$ cat config.mk
export PLATFORM = sky130hd
export DESIGN_NAME = per_integer_encoder
export DESIGN_NICKNAME = d
export VERILOG_FILES = /design/src/sv/per_pkg.sv /design/src/sv/per_front.sv /design/src/sv/per_classify.sv /design/src/sv/per_build.sv /design/src/sv/per_emit.sv /design/src/sv/per_integer_encoder.sv
export VERILOG_INCLUDE_DIRS = /design/src /design/src/sv
export SDC_FILE = /design/constraint.sdc
export NUM_CORES = 1
export LEC_CHECK = 0
export ABC_AREA = 0
export BUFFER_PORTS_ARGS = -buffer_cell sky130_fd_sc_hd__buf_2
export CORE_MARGIN = 4
export CORE_UTILIZATION = 50
export DETAILED_ROUTE_END_ITERATION = 10
export GPL_TIMING_DRIVEN = 0
export PLACE_DENSITY_LB_ADDON = 0.08
export SKIP_LAST_GASP = 1
export SLEW_MARGIN = 5
export SYNTH_ARGS = -nofsm -noshare
export SYNTH_HDL_FRONTEND = slang
export SYNTH_SLANG_ARGS = --single-unit
$ cat constraint.sdc
create_clock -name clk -period 8.48 [get_ports clk]
set_clock_uncertainty 0.1 [all_clocks]
set_input_delay 1.696 -clock clk [delete_from_list [all_inputs] [get_ports clk]]
set_output_delay 1.696 -clock clk [all_outputs]
set_load 0.005 [all_outputs]
$ cat src/sv/per_integer_encoder_macros.svh
// assertion macros for the aligned per integer encoder
`ifndef PER_INTEGER_ENCODER_MACROS_SVH
`define PER_INTEGER_ENCODER_MACROS_SVH
`ifndef SYNTHESIS
`define PER_ASSERT(name, expr) \
    name: assert property (@(posedge clk) disable iff (!rst_n) (expr)) \
        else $error("per encoder check failed");
`define PER_ASSERT_NEXT(name, ante, cons) \
    name: assert property (@(posedge clk) disable iff (!rst_n) (ante) |=> (cons)) \
        else $error("per encoder sequence check failed");
`else
`define PER_ASSERT(name, expr)
`define PER_ASSERT_NEXT(name, ante, cons)
`endif
`endif

$ cat src/sv/per_pkg.sv
// shared types, codes and helper functions of the per integer encoder
package per_pkg;

    localparam logic [2:0] REQ_CONSTRAINED = 3'd0;
    localparam logic [2:0] REQ_SEMI        = 3'd1;
    localparam logic [2:0] REQ_UNCONSTR    = 3'd2;
    localparam logic [2:0] REQ_LENGTH      = 3'd3;
    localparam logic [2:0] REQ_SMALL       = 3'd4;

    localparam logic [63:0] LEN_SHORT_MAX = 64'd127;
    localparam logic [63:0] LEN_LONG_MAX  = 64'd16383;
    localparam logic [63:0] SMALL_MAX     = 64'd63;
    localparam logic [63:0] SMALL_EXT_MAX = 64'h0000_0000_FFFF_FFFF;
    localparam logic [63:0] BYTE_RANGE_MAX = 64'd254;
    localparam logic [63:0] WORD_RANGE_MAX = 64'd65535;

    typedef struct packed {
        logic [2:0]  req;
        logic [63:0] v;
        logic [63:0] diff;
        logic [63:0] offset;
        logic        err;
    } per_s1_t;

    typedef struct packed {
        logic [2:0]  req;
        logic [63:0] v;
        logic [63:0] offset;
        logic        err;
        logic        le1;
        logic        lt256;
        logic        le64k;
        logic [6:0]  bitsr;
        logic [3:0]  oct_off;
        logic [3:0]  oct_v;
        logic [3:0]  ulen;
        logic        v_small;
        logic        v_short;
    } per_s2_t;

    typedef struct packed {
        logic        p0_en;
        logic [7:0]  p0_val;
        logic [3:0]  p0_bits;
        logic        p0_align;
        logic        p1_en;
        logic [7:0]  p1_val;
        logic        status;
        logic [63:0] body;
        logic [3:0]  nbytes;
    } per_desc_t;

    // bit length of a word, zero for zero
    function automatic logic [6:0] bit_len(input logic [63:0] x);
        logic [6:0] n;
        n = 7'd0;
        for (int i = 0; i < 64; i++)
        begin
            if (x[i])
                n = 7'(i + 1);
        end
        return n;
    endfunction

    // octets needed for an unsigned word, at least one
    function automatic logic [3:0] min_octets(input logic [63:0] x);
        logic [3:0] n;
        n = 4'd1;
        for (int i = 0; i < 8; i++)
        begin
            if (x[i*8 +: 8] != 8'd0)
                n = 4'(i + 1);
        end
        return n;
    endfunction

    // bits for a constrained count in 1 to n, n at most 8
    function automatic logic [3:0] count_bits(input logic [3:0] n);
        logic [3:0] b;
        if (n <= 4'd1)
            b = 4'd0;
        else if (n == 4'd2)
            b = 4'd1;
        else if (n <= 4'd4)
            b = 4'd2;
        else
            b = 4'd3;
        return b;
    endfunction

endpackage

$ cat src/sv/per_front.sv
// stage one: bound compares, range span and offset
module per_front (
    input  logic                clk,
    input  logic                rst_n,
    input  logic                in_valid,
    output logic                in_stall,
    input  logic [2:0]          req_type,
    input  logic signed [63:0]  value,
    input  logic signed [63:0]  lo_bound,
    input  logic signed [63:0]  hi_bound,
    output logic                out_valid,
    input  logic                out_stall,
    output per_pkg::per_s1_t    out_data
);
    import per_pkg::*;

    logic    valid_reg;
    per_s1_t data_reg;
    per_s1_t data_next;
    logic    adv;

    assign adv      = !valid_reg || !out_stall;
    assign in_stall = !adv;

    always_comb
    begin
        data_next.req    = req_type;
        data_next.v      = value;
        data_next.diff   = hi_bound - lo_bound;
        data_next.offset = value - lo_bound;
        case (req_type)
            REQ_CONSTRAINED: data_next.err = (value < lo_bound) || (hi_bound < value);
            REQ_SEMI:        data_next.err = (value < lo_bound);
            default:         data_next.err = 1'b0;
        endcase
    end

    always_ff @(posedge clk or negedge rst_n)
    begin
        if (!rst_n)
            valid_reg <= 1'b0;
        else if (adv)
            valid_reg <= in_valid;
    end

    always_ff @(posedge clk)
    begin
        if (adv && in_valid)
            data_reg <= data_next;
    end

    assign out_valid = valid_reg;
    assign out_data  = data_reg;
endmodule

$ cat src/sv/per_classify.sv
// stage two: range class, bit and octet counts, limit checks
module per_classify (
    input  logic                clk,
    input  logic                rst_n,
    input  logic                in_valid,
    output logic                in_stall,
    input  per_pkg::per_s1_t    in_data,
    output logic                out_valid,
    input  logic                out_stall,
    output per_pkg::per_s2_t    out_data
);
    import per_pkg::*;

    logic    valid_reg;
    per_s2_t data_reg;
    per_s2_t data_next;
    logic    adv;
    logic    fits1;
    logic    fits2;
    logic    fits3;
    logic    fits4;

    assign adv      = !valid_reg || !out_stall;
    assign in_stall = !adv;

    // sign extension checks for the two's complement length
    assign fits1 = (&in_data.v[63:7])  || !(|in_data.v[63:7]);
    assign fits2 = (&in_data.v[63:15]) || !(|in_data.v[63:15]);
    assign fits3 = (&in_data.v[63:23]) || !(|in_data.v[63:23]);
    assign fits4 = (&in_data.v[63:31]) || !(|in_data.v[63:31]);

    always_comb
    begin
        data_next.req     = in_data.req;
        data_next.v       = in_data.v;
        data_next.offset  = in_data.offset;
        data_next.le1     = (in_data.diff == 64'd0) || (&in_data.diff);
        data_next.lt256   = !data_next.le1 && (in_data.diff <= BYTE_RANGE_MAX);
        data_next.le64k   = in_data.diff <= WORD_RANGE_MAX;
        data_next.bitsr   = bit_len(in_data.diff);
        data_next.oct_off = min_octets(in_data.offset);
        data_next.oct_v   = min_octets(in_data.v);
        data_next.v_small = in_data.v <= SMALL_MAX;
        data_next.v_short = in_data.v <= LEN_SHORT_MAX;
        if (fits1)
            data_next.ulen = 4'd1;
        else if (fits2)
            data_next.ulen = 4'd2;
        else if (fits3)
            data_next.ulen = 4'd3;
        else if (fits4)
            data_next.ulen = 4'd4;
        else
            data_next.ulen = 4'd8;
        case (in_data.req)
            REQ_CONSTRAINED,
            REQ_SEMI,
            REQ_UNCONSTR: data_next.err = in_data.err;
            REQ_LENGTH:   data_next.err = in_data.v > LEN_LONG_MAX;
            REQ_SMALL:    data_next.err = in_data.v > SMALL_EXT_MAX;
            default:      data_next.err = 1'b1;
        endcase
    end

    always_ff @(posedge clk or negedge rst_n)
    begin
        if (!rst_n)
            valid_reg <= 1'b0;
        else if (adv)
            valid_reg <= in_valid;
    end

    always_ff @(posedge clk)
    begin
        if (adv && in_valid)
            data_reg <= data_next;
    end

    assign out_valid = valid_reg;
    assign out_data  = data_reg;
endmodule

$ cat src/sv/per_build.sv
// stage three: segment plan with prefix segments and left aligned octets
module per_build (
    input  logic                clk,
    input  logic                rst_n,
    input  logic                in_valid,
    output logic                in_stall,
    input  per_pkg::per_s2_t    in_data,
    output logic                out_valid,
    input  logic                out_stall,
    output per_pkg::per_desc_t  out_data
);
    import per_pkg::*;

    logic      valid_reg;
    per_desc_t data_reg;
    per_desc_t data_next;
    logic      adv;
    logic [3:0]  maxlen;
    logic [3:0]  clen;
    logic [63:0] src;
    logic [5:0]  shamt;

    assign adv      = !valid_reg || !out_stall;
    assign in_stall = !adv;

    assign maxlen = 4'((in_data.bitsr + 7'd7) >> 3);
    assign clen   = (in_data.oct_off > maxlen) ? maxlen : in_data.oct_off;

    always_comb
    begin
        data_next.p0_en    = 1'b0;
        data_next.p0_val   = 8'd0;
        data_next.p0_bits  = 4'd0;
        data_next.p0_align = 1'b0;
        data_next.p1_en    = 1'b0;
        data_next.p1_val   = 8'd0;
        data_next.status   = 1'b0;
        data_next.nbytes   = 4'd0;
        src                = in_data.offset;
        if (in_data.err)
        begin
            data_next.p0_en  = 1'b1;
            data_next.status = 1'b1;
        end
        else
        begin
            case (in_data.req)
                REQ_CONSTRAINED:
                begin
                    if (in_data.le1)
                        data_next.p0_en = 1'b1;
                    else if (in_data.lt256)
                    begin
                        data_next.p0_en   = 1'b1;
                        data_next.p0_val  = in_data.offset[7:0];
                        data_next.p0_bits = 4'(in_data.bitsr);
                    end
                    else if (in_data.le64k)
                        data_next.nbytes = maxlen;
                    else
                    begin
                        data_next.p0_en   = 1'b1;
                        data_next.p0_val  = 8'(clen - 4'd1);
                        data_next.p0_bits = count_bits(maxlen);
                        data_next.nbytes  = clen;
                    end
                end
                REQ_SEMI:
                begin
                    data_next.p1_en  = 1'b1;
                    data_next.p1_val = 8'(in_data.oct_off);
                    data_next.nbytes = in_data.oct_off;
                end
                REQ_UNCONSTR:
                begin
                    data_next.p0_en    = 1'b1;
                    data_next.p0_val   = 8'(in_data.ulen);
                    data_next.p0_bits  = 4'd8;
                    data_next.p0_align = 1'b1;
                    data_next.nbytes   = in_data.ulen;
                    src                = in_data.v;
                end
                REQ_LENGTH:
                begin
                    data_next.p0_en    = 1'b1;
                    data_next.p0_bits  = 4'd8;
                    data_next.p0_align = 1'b1;
                    if (in_data.v_short)
                        data_next.p0_val = in_data.v[7:0];
                    else
                    begin
                        data_next.p0_val = in_data.v[15:8] | 8'h80;
                        data_next.p1_en  = 1'b1;
                        data_next.p1_val = in_data.v[7:0];
                    end
                end
                default:
                begin
                    data_next.p0_en = 1'b1;
                    if (in_data.v_small)
                    begin
                        data_next.p0_val  = in_data.v[7:0];
                        data_next.p0_bits = 4'd7;
                    end
                    else
                    begin
                        // extension bit, then semi-constrained with bound zero
                        data_next.p0_val  = 8'd1;
                        data_next.p0_bits = 4'd1;
                        data_next.p1_en   = 1'b1;
                        data_next.p1_val  = 8'(in_data.oct_v);
                        data_next.nbytes  = in_data.oct_v;
                        src               = in_data.v;
                    end
                end
            endcase
        end
        shamt          = {3'(4'd8 - data_next.nbytes), 3'b000};
        data_next.body = src << shamt;
    end

    always_ff @(posedge clk or negedge rst_n)
    begin
        if (!rst_n)
            valid_reg <= 1'b0;
        else if (adv)
            valid_reg <= in_valid;
    end

    always_ff @(posedge clk)
    begin
        if (adv && in_valid)
            data_reg <= data_next;
    end

    assign out_valid = valid_reg;
    assign out_data  = data_reg;
endmodule

$ cat src/sv/per_emit.sv
// segment emitter: walks one plan, one segment per cycle while seg_stall is low
`include "per_integer_encoder_macros.svh"
module per_emit (
    input  logic                clk,
    input  logic                rst_n,
    input  logic                in_valid,
    output logic                in_stall,
    input  per_pkg::per_desc_t  in_data,
    output logic                seg_valid,
    input  logic                seg_stall,
    output logic [7:0]          seg_value,
    output logic [3:0]          seg_bits,
    output logic                align_before,
    output logic                status,
    output logic                last
);
    import per_pkg::*;

    logic      busy_reg;
    per_desc_t desc_reg;
    per_desc_t desc_next;
    logic      fire;
    logic      load;
    logic      last_c;

    always_comb
    begin
        desc_next = desc_reg;
        if (desc_reg.p0_en)
        begin
            seg_value    = desc_reg.p0_val;
            seg_bits     = desc_reg.p0_bits;
            align_before = desc_reg.p0_align;
            last_c       = !desc_reg.p1_en && (desc_reg.nbytes == 4'd0);
            desc_next.p0_en = 1'b0;
        end
        else if (desc_reg.p1_en)
        begin
            seg_value    = desc_reg.p1_val;
            seg_bits     = 4'd8;
            align_before = 1'b1;
            last_c       = desc_reg.nbytes == 4'd0;
            desc_next.p1_en = 1'b0;
        end
        else
        begin
            seg_value    = desc_reg.body[63:56];
            seg_bits     = 4'd8;
            align_before = 1'b1;
            last_c       = desc_reg.nbytes <= 4'd1;
            desc_next.body   = {desc_reg.body[55:0], 8'd0};
            desc_next.nbytes = desc_reg.nbytes - 4'd1;
        end
    end

    assign fire     = busy_reg && !seg_stall;
    assign load     = !busy_reg || (fire && last_c);
    assign in_stall = !load;

    always_ff @(posedge clk or negedge rst_n)
    begin
        if (!rst_n)
            busy_reg <= 1'b0;
        else if (load)
            busy_reg <= in_valid;
    end

    always_ff @(posedge clk)
    begin
        if (load && in_valid)
            desc_reg <= in_data;
        else if (fire)
            desc_reg <= desc_next;
    end

    assign seg_valid = busy_reg;
    assign status    = desc_reg.status;
    assign last      = last_c;

    `PER_ASSERT(a_bits_range, !busy_reg || (seg_bits <= 4'd8))
    `PER_ASSERT(a_error_alone, !busy_reg || !desc_reg.status || last_c)
    `PER_ASSERT(a_octet_count, !busy_reg || (desc_reg.nbytes <= 4'd8))
    `PER_ASSERT_NEXT(a_hold_busy, busy_reg && seg_stall, busy_reg)
endmodule

$ cat src/sv/per_integer_encoder.sv
// top level of the aligned per integer encoder
//
// channel   handshake              payload
// request   req_valid / req_stall  req_type, value, lo_bound, hi_bound
// segment   seg_valid / seg_stall  seg_value, seg_bits, align_before, status, last
//
// a request passes three register stages (compare, classify, plan) and then the
// emitter register, which offers the segments of the request in order
// the emitter gives one segment a cycle while seg_stall is low; it takes the next
// plan when idle or as the last segment of the current plan is taken
// rst_n clears only the valid bits of the stages and the emitter busy flag
// seg_stall holds the current segment; stalls back up through the stages
// without loss
module per_integer_encoder (
    input  logic               clk,
    input  logic               rst_n,
    input  logic               req_valid,
    output logic               req_stall,
    input  logic [2:0]         req_type,
    input  logic signed [63:0] value,
    input  logic signed [63:0] lo_bound,
    input  logic signed [63:0] hi_bound,
    output logic               seg_valid,
    input  logic               seg_stall,
    output logic [7:0]         seg_value,
    output logic [3:0]         seg_bits,
    output logic               align_before,
    output logic               status,
    output logic               last
);
    import per_pkg::*;

    // stage one: signed bound checks, span and offset
    per_s1_t   s1_data;
    logic      s1_valid;
    logic      s1_stall;
    // stage two: range class and counts
    per_s2_t   s2_data;
    logic      s2_valid;
    logic      s2_stall;
    // stage three: segment plan
    per_desc_t s3_data;
    logic      s3_valid;
    logic      s3_stall;

    per_front u_front (
        .clk       (clk),
        .rst_n     (rst_n),
        .in_valid  (req_valid),
        .in_stall  (req_stall),
        .req_type  (req_type),
        .value     (value),
        .lo_bound  (lo_bound),
        .hi_bound  (hi_bound),
        .out_valid (s1_valid),
        .out_stall (s1_stall),
        .out_data  (s1_data)
    );

    per_classify u_classify (
        .clk       (clk),
        .rst_n     (rst_n),
        .in_valid  (s1_valid),
        .in_stall  (s1_stall),
        .in_data   (s1_data),
        .out_valid (s2_valid),
        .out_stall (s2_stall),
        .out_data  (s2_data)
    );

    per_build u_build (
        .clk       (clk),
        .rst_n     (rst_n),
        .in_valid  (s2_valid),
        .in_stall  (s2_stall),
        .in_data   (s2_data),
        .out_valid (s3_valid),
        .out_stall (s3_stall),
        .out_data  (s3_data)
    );

    // emitter: prefix segments first, then the octets most significant first
    per_emit u_emit (
        .clk          (clk),
        .rst_n        (rst_n),
        .in_valid     (s3_valid),
        .in_stall     (s3_stall),
        .in_data      (s3_data),
        .seg_valid    (seg_valid),
        .seg_stall    (seg_stall),
        .seg_value    (seg_value),
        .seg_bits     (seg_bits),
        .align_before (align_before),
        .status       (status),
        .last         (last)
    );
endmodule

# Yosys cells after proc, flatten, opt, wreduce, memory -nomap -nowiden
# Index checks and enable logic that the tools add are counted.
# totals
n_memories	0
ram_bits	0
latch_bits	0
register_bits	540
mem_bits_ro	0
# classes
bitwise_logic	0
n_mux	116
div	0
shift	1
add_sub_neg	6
eq_ne	11
order_cmp	12
n_mul	0
n_reduce_logical	66
# ops
op	count
$mux W7	62
$mux W92	2
$mux W68	2
$lt A64 B64 Y1	2
$mux W64	2
$pmux W64 S2	1
$sub A64 B64 Y64	2
$reduce_bool A8 Y1	14
$gt A64 B14 Y1 const B	1
$gt A64 B32 Y1 const B	1
$le A64 B16 Y1 const B	1
$le A64 B6 Y1 const B	1
$le A64 B7 Y1 const B	1
$le A64 B8 Y1 const B	1
$logic_not A64 Y1	1
$reduce_and A64 Y1	1
$shl A64 B6 Y64	1
$reduce_and A57 Y1	1
$reduce_or A57 Y1	1
$pmux W13 S4	1
$reduce_and A49 Y1	1
$reduce_or A49 Y1	1
$reduce_and A41 Y1	1
$reduce_or A41 Y1	1
36 further kinds	109

# Longest topological paths before layout
# depth
ltp_word	63
ltp_mapped	21
ltp_nobuf	19

# Modules after synthesis
# From an unflattened synthesis, not the netlist that was laid out.
# unflattened
cells_unflattened	2953
hier_area_um2	32601.3
# modules_own_cells
module	seq_area_each_um2	area_per_inst_um2	instances	cells_per_inst
per_front	5910.7	15269.6	1	1585
per_build	2787.7	6703.9	1	679
per_classify	4709.5	6349.8	1	433
per_emit	2787.7	4277.9	1	256

# Least setup slack after synthesis
# No wires, ideal clock.
# synth_path
path_kind	in2reg
from	input port seg_stall
to	register u_emit.desc_reg[0] (netlist bit), enable pin
path_slack_ns	0.909
stages	2
t_required_ns	7.786
arrival_time_ns	6.877
path_buffers	0
cell_sequence	nand2b_1 o31ai_1
# synth_via
elab_chain_len	7
elab_cells_between_ends	9
cone_classes	eq/ne (2); reduce/logical (7)
# synth_lines
item	line_no	source
from (decl)	per_integer_encoder.sv:24	input logic seg_stall,
$logic_not A1 Y1 *	per_emit.sv:56	assign fire = busy_reg && !seg_stall;
$logic_and A1 B1 Y1 *	per_emit.sv:56	
$logic_and A1 B1 Y1	per_emit.sv:57	assign load = !busy_reg || (fire && last_c);
$logic_or A1 B1 Y1	per_emit.sv:57	
$logic_and A1 B1 Y1	per_emit.sv:70	if (load && in_valid)
$ne A2 B2 Y1 (no source line) or $reduce_bool A2 Y1 (tied branches)	n/a	
$reduce_and A3 Y1 (no source line) *	n/a	
to (signal assigned)	per_emit.sv:71	desc_reg <= in_data;
to (signal assigned)	per_emit.sv:73	desc_reg <= desc_next;
to (decl)	per_emit.sv:20	per_desc_t desc_reg;
# Every way passes the cells marked *; elsewhere a longest branch is shown, timed or not.
# A chain may end at the register's enable or synchronous reset.

==> flow_summary.toml <==
[status]
status = "complete, no violations"

[clock_network]
cts_tree = "yes"
ctsResizeCount = 0
htree_levels = 2
clockBufferDepth = 3
clock-root-buffer = "clkbuf_16"
cts_setup_buffers = 0
clk_latency_ns = 0.62
postCtsHoldBufs = 0
cts_num_sinks = 540
cts_buffers = 54
clk_pin_slew_ns = 0.07

[final_layout]
final_common_cell = "edfxtp_1"
final_core_util = 0.575
instances_no_fill = 3989
largest_reg_flops = 196
drive_gt1_frac = 0.126
area_growth_pct = 13.0
layout_common_cells = "edfxtp_1 (536), nand2_1 (329), buf_2 (237)"
fill_cells = 5211
final_nets = 3564

[worst_setup_path]
cp-end-kind = "flip-flop"
r2r-start = "u_classify.out_data[16]"
crit_buf_inv = 4
arrival_ns = 6.66
setup.worst_path.class = "flip-flop to flip-flop"
crit_fanout = 10
r2r_slack_ns = 2.05
slowest_stage = "xnor2_1"
crit_required_ns = 8.71
startpoint_type = "flip-flop"
critical-path-max-stage-delay_ns = 0.56
r2r_cells = 17
rr_endpoint = "u_build.out_data[52]"
crit_chain = "o31a_1 > xnor2_1 > ha_1 > nor2b_1 > o21a_1 > o21a_1 > o211ai_1 > o211a_1 > o21ai_1 > a21oi_1 > buf_2 > clkbuf_1 > ha_1 > clkbuf_1 > clkbuf_1 > a311oi_1 > a31oi_1"
crit_cells = 17
crit_top_cell = "clkbuf_1"
cpLargestDelayFamily = "compound AO/OA/AOI/OAI gates"

[sta]
holdWs_ns = 0.317
tns_ns = 0
relSlewSlack = 0.326
setup_viol = 0
hold_viol = 0
layout_min_cycle_time_ns = 6.43
clock.fmax_mhz = 155
tightest_slew_ns = 1.00
rsz0062_at_grt = "false"
fin_crit_sh = 0.759
report.final.slew_viol_count = 0

[grt]
grt_antenna_before_repair = 1
grt_pass1_vias = 22900
gr-total-overflow = 0
grt_pass1_wl_um = 140000
grt_start_max_net_pins = 74
grtUsageTotal = 0.278

[yosys]
synth_edf_count = 536
ys_types = 98
synth_area_per_cell_sq_um = 10.7
syn_inst = 2883
async_flop_share = 0.00741
synthesis.area_sq_um = 30900
ys.flop_type = "edfxtp_1"
seq_area_frac_synth = 0.523
synth_warnings = 0
synth_seq_cells = 540
syn-num-nets = 3283

[route]
num_vias = 23600
postRouteAntennaNets = 0
viasPerCell = 5.92
drt-total-wl_um = 94300
dr.pass1.iters = 5
remaining_drc_errors = 0
wl_per_cell_um = 23.6
drtIter0Drc = 1923

[min_path]
hp-start = "u_front.out_data[2]"
holdPathEnd = "u_classify.out_data[26]"
min_path_cells = 0
hold_class = "flip-flop to flip-flop"

[die]
fp.dieArea_sq_um = 65900
die_x_um = 257
die_y_um = 257
initial_utilization = 0.509
core.rowCount = 90
ios = 216
core_region_area_sq_um = 60800

[job]
maxCapViolCount = 0

[placement]
place_inst = 3890
dp_hpwl_um = 77100
gp_congestion = 1.01
numPortBuffers = 215

[power_and_ir_drop]
vdd_ir_drop_max_v = 0.000142
p_per_area_nw_per_um2 = 181
total_power_uw = 6320
power.leakage_uw = 0.0138
==> per-stage QoR <==
stage | worst slack (ns) | area, sq um
2_1_floorplan | 0.909 | 30900
5_1_grt | 1.81 | 35000
4_1_cts | 2.17 | 35000
6_report | 2.05 | 35000
3_5_place_dp | 2.21 | 33200
3_3_place_gp | -1.55 | 33000
==> cells by family (layout without fill, tap and decap cells) <==
group / after synthesis / after routing / synth area share
simple gates: 954 / 954 / 0.148
xor+xnor: 118 / 118 / 0.0345
flops: 540 / 540 / 0.523
buf+inv: 290 / 611 / 0.0370
mux: 102 / 102 / 0.0343
other cells: 0 / 3 / 0
fa+ha+maj: 201 / 201 / 0.0818
compound gates: 678 / 678 / 0.141
==> how the worst max path moves through the flow <==
stage	to	start	slack, ns
6_report	u_build.out_data[52]	u_classify.out_data[16]	2.05
5_1_grt	u_build.out_data[52]	u_classify.out_data[15]	1.81
4_1_cts	u_build.out_data[52]	u_classify.out_data[15]	2.17
3_5_place_dp	u_build.out_data[52]	u_classify.out_data[15]	2.21
3_3_place_gp	u_emit.desc_reg[39]	seg_stall	-1.55
2_1_floorplan	u_emit.desc_reg[0]	seg_stall	0.91
==> area by class of cell <==
type	instances	area, sq um	area share
diodes	3	7.51	0.000215
plain buffers	84	373	0.0107
clock buffers	60	1370	0.0393
clock inverters	36	359	0.0103
inverters	206	773	0.0221
multi-input cells	2053	13600	0.390
flip-flops and latches	540	16200	0.463
well taps	782	978	0.0280
repair buffers	225	1280	0.0366
==> where the power goes <==
part	switching (uW)	internal, uW	total [uW]
clock	1010	1330	2330
sequential	35.5	3030	3070
combinational	560	362	923
==> cell usage after synthesis (5+ instances only) <==
cell       number  area [sq um]
o21ai_1        33           165
xnor2_1        83           727
o21ai_0       109           546
nand3_1        48           240
o21bai_1       23           173
nand2_1       329          1230
clkbuf_1       51           191
o22ai_1         8          50.1
nand2b_1       29           181
mux2i_1        69           691
ha_1          199          2490
a21oi_1       211          1060
a311oi_1        9          78.8
o31a_1          7          61.3
a221oi_1        5          43.8
nand4_1        55           344
and4_1          5          43.8
a211oi_1       37           278
xor2_1         32           280
or4_1          25           188
a22o_1          6          52.6
o31ai_1        11          82.6
nor2_1        220           826
nor4_1         39           244
nor3_1         52           260
a21o_1         67           503
buf_1           6          22.5
o211ai_1       11          82.6
and3_1         45           282
inv_1         203           762
nor2b_1        32           200
o21a_1         38           285
a31oi_1        36           225
or3_1          23           144
o2111ai_1       7          61.3
and2_1         20           125
buf_2          21           105
mux2_2         33           372
edfxtp_1      536         16100
==> metal layers <==
| metal | up-vias | share of wire | track usage |
|---|---|---|---|
| li1 | 11300 | - | - |
| met1 | 11300 | 0.43 | 0.373 |
| met2 | 848 | 0.48 | 0.470 |
| met3 | 142 | 0.054 | 0.0339 |
| met4 | 0 | 0.038 | 0.0952 |
| met5 | - | 0 | 0 |
Note: power is estimated with default switching activity, not from simulation.
